--- src/tpc_pkg.sv ---
// shared types and constants for the triangle plane clipper
// used by every design module of the block; no dependencies
`default_nettype none
package tpc_pkg;
  localparam int COORD_FRAC_BITS_DEF = 16;
  localparam int T_FRAC = 30;
  localparam int DOT_W_DEF = 66 - COORD_FRAC_BITS_DEF;
  localparam int CROSS_LAT = T_FRAC + 2;

  typedef logic signed [31:0] coord_t;
  typedef coord_t [3:0] vert_t;      // index 0 = x, 1 = y, 2 = z, 3 = w
  typedef logic signed [32:0] delta_t;
  typedef delta_t [3:0] dvec_t;

  typedef enum logic [1:0] {
    KIND_NONE,
    KIND_ONE,
    KIND_TWO,
    KIND_ALL
  } kind_t;

  typedef struct packed {
    kind_t kind;
    vert_t p0;
    vert_t p1;
    vert_t p2;
  } pass_t;

  typedef struct packed {
    logic [1:0] corner;
    logic       second;
    logic       last;
  } tag_t;
endpackage
`default_nettype wire

--- src/tpc_emit.sv ---
// merge stage: holds one clipped result and sends its vertices one per cycle
// while out_ready is high; depends on tpc_pkg
`default_nettype none
module tpc_emit (
  input  wire logic           clk,
  input  wire logic           rst,
  input  wire logic           en,
  input  wire logic           in_valid,
  input  wire tpc_pkg::pass_t pass,
  input  wire tpc_pkg::vert_t c0,
  input  wire tpc_pkg::vert_t c1,
  input  wire logic           out_ready,
  output logic                out_valid,
  output tpc_pkg::vert_t      vertex,
  output tpc_pkg::tag_t       tag,
  output logic                done
);
  import tpc_pkg::*;

  logic [2:0] idx;
  pass_t      held;
  vert_t      hc0, hc1;

  assign done = out_valid && out_ready && tag.last;

  // valid and vertex counter
  always_ff @(posedge clk) begin
    if (rst) begin
      out_valid <= 1'b0;
      idx       <= '0;
    end else if (en) begin
      out_valid <= in_valid && (pass.kind != KIND_NONE);
      idx       <= '0;
    end else if (out_valid && out_ready) begin
      idx <= idx + 3'd1;
    end
  end

  // payload capture
  always_ff @(posedge clk) begin
    if (en && in_valid) begin
      held <= pass;
      hc0  <= c0;
      hc1  <= c1;
    end
  end

  // vertex order for each case
  always_comb begin
    vertex = held.p0;
    case (held.kind)
      KIND_ALL: begin
        case (idx)
          3'd1:    vertex = held.p1;
          3'd2:    vertex = held.p2;
          default: vertex = held.p0;
        endcase
      end
      KIND_ONE: begin
        case (idx)
          3'd1:    vertex = hc0;
          3'd2:    vertex = hc1;
          default: vertex = held.p0;
        endcase
      end
      KIND_TWO: begin
        case (idx)
          3'd1:    vertex = held.p1;
          3'd2:    vertex = hc0;
          3'd3:    vertex = held.p1;
          3'd4:    vertex = hc0;
          3'd5:    vertex = hc1;
          default: vertex = held.p0;
        endcase
      end
      default: vertex = held.p0;
    endcase
  end

  // corner, split flag and last marker
  always_comb begin
    if (held.kind == KIND_TWO) begin
      tag.second = idx >= 3'd3;
      tag.corner = (idx >= 3'd3) ? 2'(idx - 3'd3) : idx[1:0];
      tag.last   = idx == 3'd5;
    end else begin
      tag.second = 1'b0;
      tag.corner = idx[1:0];
      tag.last   = idx == 3'd2;
    end
  end
endmodule
`default_nettype wire

--- config.mk ---
export PLATFORM = sky130hd
export DESIGN_NAME = tpc_emit
export DESIGN_NICKNAME = d
export VERILOG_FILES = /design/src/tpc_pkg.sv /design/src/tpc_emit.sv
export SDC_FILE = /design/constraint.sdc
export NUM_CORES = 1
export LEC_CHECK = 0
export BUFFER_PORTS_ARGS = -buffer_cell sky130_fd_sc_hd__buf_2
export CAP_MARGIN = 10
export CORE_AREA = 2 2 302 304
export DETAILED_ROUTE_END_ITERATION = 16
export DIE_AREA = 0 0 304 306
export HOLD_SLACK_MARGIN = 0.08
export SLEW_MARGIN = 20
export SYNTH_ARGS = -nofsm -noshare
export SYNTH_HDL_FRONTEND = slang
export SYNTH_SLANG_ARGS = --single-unit
export TNS_END_PERCENT = 20
--- constraint.sdc ---
create_clock -name clk -period 17.9 [get_ports clk]
set_clock_uncertainty 0.05 [all_clocks]
set_input_delay 2.685 -clock clk [delete_from_list [all_inputs] [get_ports clk]]
set_output_delay 2.685 -clock clk [all_outputs]
set_load 0.01 [all_outputs]
==> summary.md, run 1 <==
| Metric | Value |
|---|---|
| Cell with the most instances after synthesis | edfxtp_1 |
| Width of the die | 304 µm |
| Post-synthesis sequential area ratio | 64.46% |
| First-pass GRT wire length | 155000 µm |
| Endpoints failing hold | 0 |
| Switching part of the total | 22.48% |
| Number of distinct library cells after synthesis | 39 |
| Hpwl dp | 66680 µm |
| Cts-stage hold buffer count | 0 |
| Total CTS buffers | 76 |
| Crit start category | flop |
| Setup crit end kind | primary output |
| Placement Setup Slack | 10.72 ns |
| Static leakage | 0.01327 µW |
| Tcrit/Tclk final | 43.83% |
| P&R area growth vs syn | 24.50% |
| Ranking of synthesized cells by area | edfxtp_1 64%, a221oi_1 7.5%, a22oi_1 4.7%, a211oi_1 2.4%, a22o_1 2.4% |
| Post-layout util | 41.73% |
| GR Util All Layers | 22.15% |
| Core area | 0.08960 mm² |
| Max cap viols | 0 |
| RSZ-0062 raised after global routing | no |
| Via count | 24451 |
| Post-CTS setup buffers | 0 |
| Data required, critical path | 15.16 ns |
| Pint | 2912 µW |
| First drt pass iteration count | 8 |
| Post_cts resized | 0 |
| Sequential Power Share | 49.0% |
| Synth Register Bits | 646 |
| Post-Route M1 WL | 42480 µm |
| Crit Path Category | reg -> out |
| Final ANT Viol Nets | 0 |
| Residual DRC | 0 |
| Initial antenna violation count | 59 |
| Routed met2 length | 51450 µm |
| Hold_ws | 0.4517 ns |
| Clk pin slew, worst setup/hold paths | 0.06 ns |
| Syn Nets | 2883 |
| Top Ports | 781 |
| H-tree levels | 3 |
| Final Wtd Congestion | 0.8439 |
| Top cells by count, synth | 642 x edfxtp_1, 256 x a221oi_1, 188 x a22oi_1, 167 x nand2_1, 158 x clkbuf_1 |
| WP data arrival | 5.11 ns |
| Bufs on Longest Clock Path | 3 |
| CTS tree | yes |
| F_max | 127.5 MHz |
| WL met3 | 9672 µm |
| Uppermost layer routed | met5 |
| Status | completed |
| Syn avg cell area | 13.46 µm² |
| Seq. cell area | 0.01936 mm² |
| Area leader, netlist | edfxtp_1 |
| Final Max Tran Viols | 0 |
| WL final | 107700 µm |
| Die Height | 306 µm |
| Final setup margin | 10.06 ns |
| Ys async rst share | 0% |
| Final min period | 7.845 ns |
| Root Driver | clkbuf_16 |
| Post-Syn Area | 0.03003 mm² |
| Fill count | 8424 |
| Max rail drop VDD | 0.00007132 V |
| Mapped Cells | 2231 |
| Main synth FF type | edfxtp_1 |
| Total gr overflow | 0 |
| 1st-iter DRT viols | 2842 |
| CTS sink cnt | 646 |
| Setup TNS Final | 0 ns |
| Nets | 3520 |
| Pwr dens | 100.5 mW/mm² |
| Crit-path max FO | 93 |
| Dpl cells | 3966 |
| Die footprint | 0.09302 mm² |
| Starting Density | 33.52% |
| Vias per cell | 5.910 |
| Share of the synthesized area in the top cell type | 64.19% |
| Vias in the first global route | 23450 |
| Rows | 110 |
| Number of enable flip-flop cells after synthesis | 642 |
| Final cell count without fillers | 4137 |
| Clk_lat worst skew | 0.63 ns |
| Switch Pwr | 844.8 µW |
| Multi-input gate area | 0.009643 mm² |
| Routed length per instance | 26.04 µm |
| I/O Buffers | 780 |
| # setup viols final | 0 |
| Worst Hold Class | reg -> reg |
| Ys Warns | 0 |
| Slew @ Worst Pin | 1.427 ns |
| Layout cell share with drive strength beyond 1 | 34.94% |
| Largest net degree at the start of global routing | 207 |
| Max-Slew Margin vs Limit | 4.899% |
| Combinational Power Share | 7.6% |
| Clock network fraction of total power | 43.4% |
-- logic make-up after synthesis --
| kind of cell | count (synthesis) | share of synthesized area, % |
|---|---|---|
| AOI/OAI and AO/OA | 1015 | 26.15 |
| xor gates and xnor gates | 2 | 0.05833 |
| DFF | 646 | 64.46 |
| adders and majority gates | 5 | 0.2083 |
| buffers and inverters | 264 | 3.837 |
| muxes | 36 | 1.358 |
| and+or+nand+nor | 263 | 3.929 |
-- state kept, by name (all words and copies together) (netlist names) --
register / count
idx: 3
hc1: 128
out_valid: 1
hc0: 128
held: 386
-- routing by layer --
metal	up-vias	global-route usage, %
met5	-	0
met4	34	9.626
met3	266	6.055
met2	1325	36.10
met1	12010	27.63
li1	10816	-
-- power by group through the flow --
stage | Sequential (µW) | Combinational, µW | Clock (µW)
finish | 1840 | 284 | 1630
global route | 1850 | 307 | 1720
CTS | 1840 | 285 | 1660
detailed placement | 1870 | 283 | 0
global placement | 1870 | 281 | 0
floorplan | 1870 | 139 | 0
-- final cells by class --
cell class,instances,area share (%)
multi-input combinational,1321,25.79
antenna,36,0.2409
tap,1176,3.935
sequential,646,51.78
clock buffer,90,5.397
clock inverter,45,1.496
timing repair buffer,818,11.30
inverter,5,0.05688
-- critical path, stage by stage, from the launching register on --
cell,delay (ns)
dfxtp_1,0.36
inv_1,0.18
ha_4,0.28
buf_4,0.64
buf_4,0.88
buf_4,0.80
a22oi_1,0.24
a211oi_1,0.28
a221oi_1,0.08
o22ai_1,0.32
buf_2,0.24
-- placed cells by master, fill, tap and decap left out, types with 4 or more instances in the layout --
master and n:
clkinv_1 20, clkinv_2 10, a21oi_1 96, and3b_1 34
o22ai_1 47, clkbuf_16 79, clkbuf_1 11, a22oi_1 188
o21ai_1 19, buf_4 35, a211oi_1 95, nor2_1 50
bufinv_16 14, nand2_1 166, diode_2 36, buf_2 780
o21a_1 34, o21ai_0 64, o221a_2 46, a222oi_1 34
mux2_2 34, edfxtp_1 642, ha_4 4, a22o_1 81
o2111ai_1 47, a221oi_1 256
-- final timing paths --
check,from,to,slack (ns),depth (start not counted)
setup / recovery,idx[1],vertex[61],10.06,10
hold / removal,out_valid,out_valid,0.45,2
setup reg to reg,idx[2],idx[2],16.15,5
hold reg to reg,out_valid,out_valid,0.45,2
-- per-stage QoR --
stage,area [µm²],power (µW)
final,37390,3757
after global routing,37380,3879
after CTS,37300,3787
after detailed placement,34720,2153
after global placement,34720,2150
after floorplan,30040,2008
(Power assumes the default switching activity.)
==> inputs of run 2 (changes only) <==
- clock period: 17.9 -> 8 ns (I/O delays scaled with it)
==> run 2 against run 1 <==
  * Global-route usage fell by 0.14 points
  * Clock-buffer cell count fell by 2
  * Combinational power is 130% higher
  * Flip-flop and latch count stayed put
  * Critical path type unchanged
  * Critical endpoint is now vertex[118]
==> summary.md, run 2 (synthesized netlist as in run 1, its figures left out) <==
| Metric | Value |
|---|---|
| Critical-path top delay cell | o21a_4 |
| Crit Path Category | reg -> out |
| RSZ-0062 raised after global routing | no |
| Total power | 8383 µW (+120%) |
| P&R area growth vs syn | 24.85% |
| First drt pass iteration count | 9 (+1) |
| Final Max Tran Viols | 0 (unchanged) |
| WL final | 107500 µm (-0.24%) |
| Bufs on Longest Clock Path | 3 (unchanged) |
| F_max | 165.5 MHz |
| First-pass GRT wire length | 154800 µm (-0.12%) |
| Most flop-heavy register | held |
| Largest net degree at the start of global routing | 194 (-6.3%) |
| I/O Buffers | 780 (unchanged) |
| Reg2reg start | idx[2] |
| Slowest stage delay, CP | 0.96 ns (+0.08 ns) |
| Initial antenna violation count | 61 (+3.4%) |
| Data required, critical path | 6.75 ns (-8.41 ns) |
| Nets | 3521 (+0.028%) |
| Endpoints failing hold | 0 (unchanged) |
| Rows | 110 (unchanged) |
| Worst setup startpoint | idx[0] |
| Root Driver | clkbuf_16 |
| Residual DRC | 0 (unchanged) |
| Core area | 0.08960 mm² (unchanged) |
| Max cap viols | 0 (unchanged) |
| Max rail drop VDD | 0.0001867 V (+160%) |
| Max reg flops | 386 (unchanged) |
| Top Family by Delay on Critical Path | compound AO/OA/AOI/OAI gates |
| WP data arrival | 4.79 ns (-0.32 ns) |
| Static leakage | 0.01328 µW (+0.13%) |
| Final min period | 6.043 ns |
| Post_cts resized | 0 (unchanged) |
| Width of the die | 304 µm (unchanged) |
| CTS tree | yes |
| Most common cell after layout, fill and taps aside | buf_2 |
| Starting Density | 33.52% (unchanged) |
| Vias per cell | 5.934 (+0.40%) |
| Clk_lat worst skew | 0.64 ns (about the same) |
| Setup TNS Final | 0 ns (unchanged) |
| Critical path, cell by cell | inv_1, ha_4, mux2_4, o21a_4, buf_4, o21ai_0, o22ai_1, buf_2 |
| Most frequent cells in the layout | 780 x buf_2, 642 x edfxtp_1, 256 x a221oi_1 |
| CTS sink cnt | 646 (unchanged) |
| Routed length per instance | 25.90 µm (-0.56%) |
| Top Ports | 781 (unchanged) |
| Pwr dens | 223.6 mW/mm² (+120%) |
| Clk pin slew, worst setup/hold paths | 0.06 ns (about the same) |
| Post-CTS setup buffers | 0 (unchanged) |
| Cts-stage hold buffer count | 0 (unchanged) |
| GR Util All Layers | 22.01% (-0.14 points) |
| Hpwl dp | 68480 µm (+2.7%) |
| Biggest regs | held (386), hc0 (128), hc1 (128) |
| H-tree levels | 3 (unchanged) |
| Final ANT Viol Nets | 0 (unchanged) |
| Tcrit/Tclk final | 75.54% |
| 1st-iter DRT viols | 2988 (+5.1%) |
| Layout cell share with drive strength beyond 1 | 35.20% (+0.26 points) |
| Die footprint | 0.09302 mm² (unchanged) |
| # setup viols final | 0 (unchanged) |
| Final Wtd Congestion | 0.8512 (+0.87%) |
| Max-Slew Margin vs Limit | 25.60% (+21 points) |
| Die Height | 306 µm (unchanged) |
| Crit start category | flop |
| Slew @ Worst Pin | 1.116 ns (-0.3105 ns) |
| CP Buf/Inv Count | 3 (-2) |
| Setup crit end kind | primary output |
| Total CTS buffers | 74 (-2.6%) |
| Hold path start | out_valid |
| Status | completed |
| Crit-path max FO | 70 (-25%) |
| Total gr overflow | 0 (unchanged) |
| Vias in the first global route | 23631 (+0.77%) |
| Worst Hold Class | reg -> reg |
| Via count | 24625 (+0.71%) |
## run 2: changes by cell type in the layout (fill, tap and decap cells not counted), sizes merged, moves of 2 or more
cell and change:
buf +3, clkbuf -2, diode +12, inv +2, clkinvlp +3, clkinv -4
## run 2: power breakdown
part	internal, µW	total (µW)	switching (µW)
registers	3990	4120	135
logic	286	639	353
clock network	2190	3620	1430
total	6460	8380	1920
## run 2: stage by stage
stage | utilization [%] | hold slack (ns) | setup slack (ns) | instances | area, µm²
after CTS | 41.68 | 0.4423 | 1.890 | 4101 | 37350
after floorplan | - | 0.4450 | 1.867 | 2231 | 30040
after detailed placement | 38.82 | 0.4342 | 2.590 | 3968 | 34780
after global placement | 38.82 | 0.4250 | 2.644 | 3968 | 34780
final | 41.85 | 0.4434 | 1.957 | 4150 | 37500
after global routing | 41.82 | 0.4800 | 1.648 | 4139 | 37470
## run 2: area by class of cell
class	count	area [µm²]
flip-flops and latches	646	19360
clock inverters	45	598.1
inverters	5	21.27
diodes	48	120.1
fillers	8366	52100
repair buffers	821	4307
multi-input cells	1321	9648
clock buffers	88	1968
well taps	1176	1471
## run 2: final timing paths
path / endpoint / slack [ns] / cells after the start
min: out_valid / 0.44 / 2
max reg2reg: idx[2] / 6.54 / 5
min reg2reg: out_valid / 0.44 / 2
max: vertex[118] / 1.96 / 8
## run 2: worst min-delay path: stages (launching register included)
cell and delay [ns]:
dfxtp_1 0.32, nand2b_1 0.07, a21oi_1 0.06
## run 2: layer usage
layer  global-route usage [%]  part of all wire, %  vias to the layer above  wire, µm
met5                        0                 0.17                        -       181
met2                    36.04                   48                     1415     51550
li1                         -                    -                    10828         -
met3                    5.675                  8.9                      295      9594
met1                    27.39                   39                    12057     41620
met4                    9.950                  4.2                       30      4532
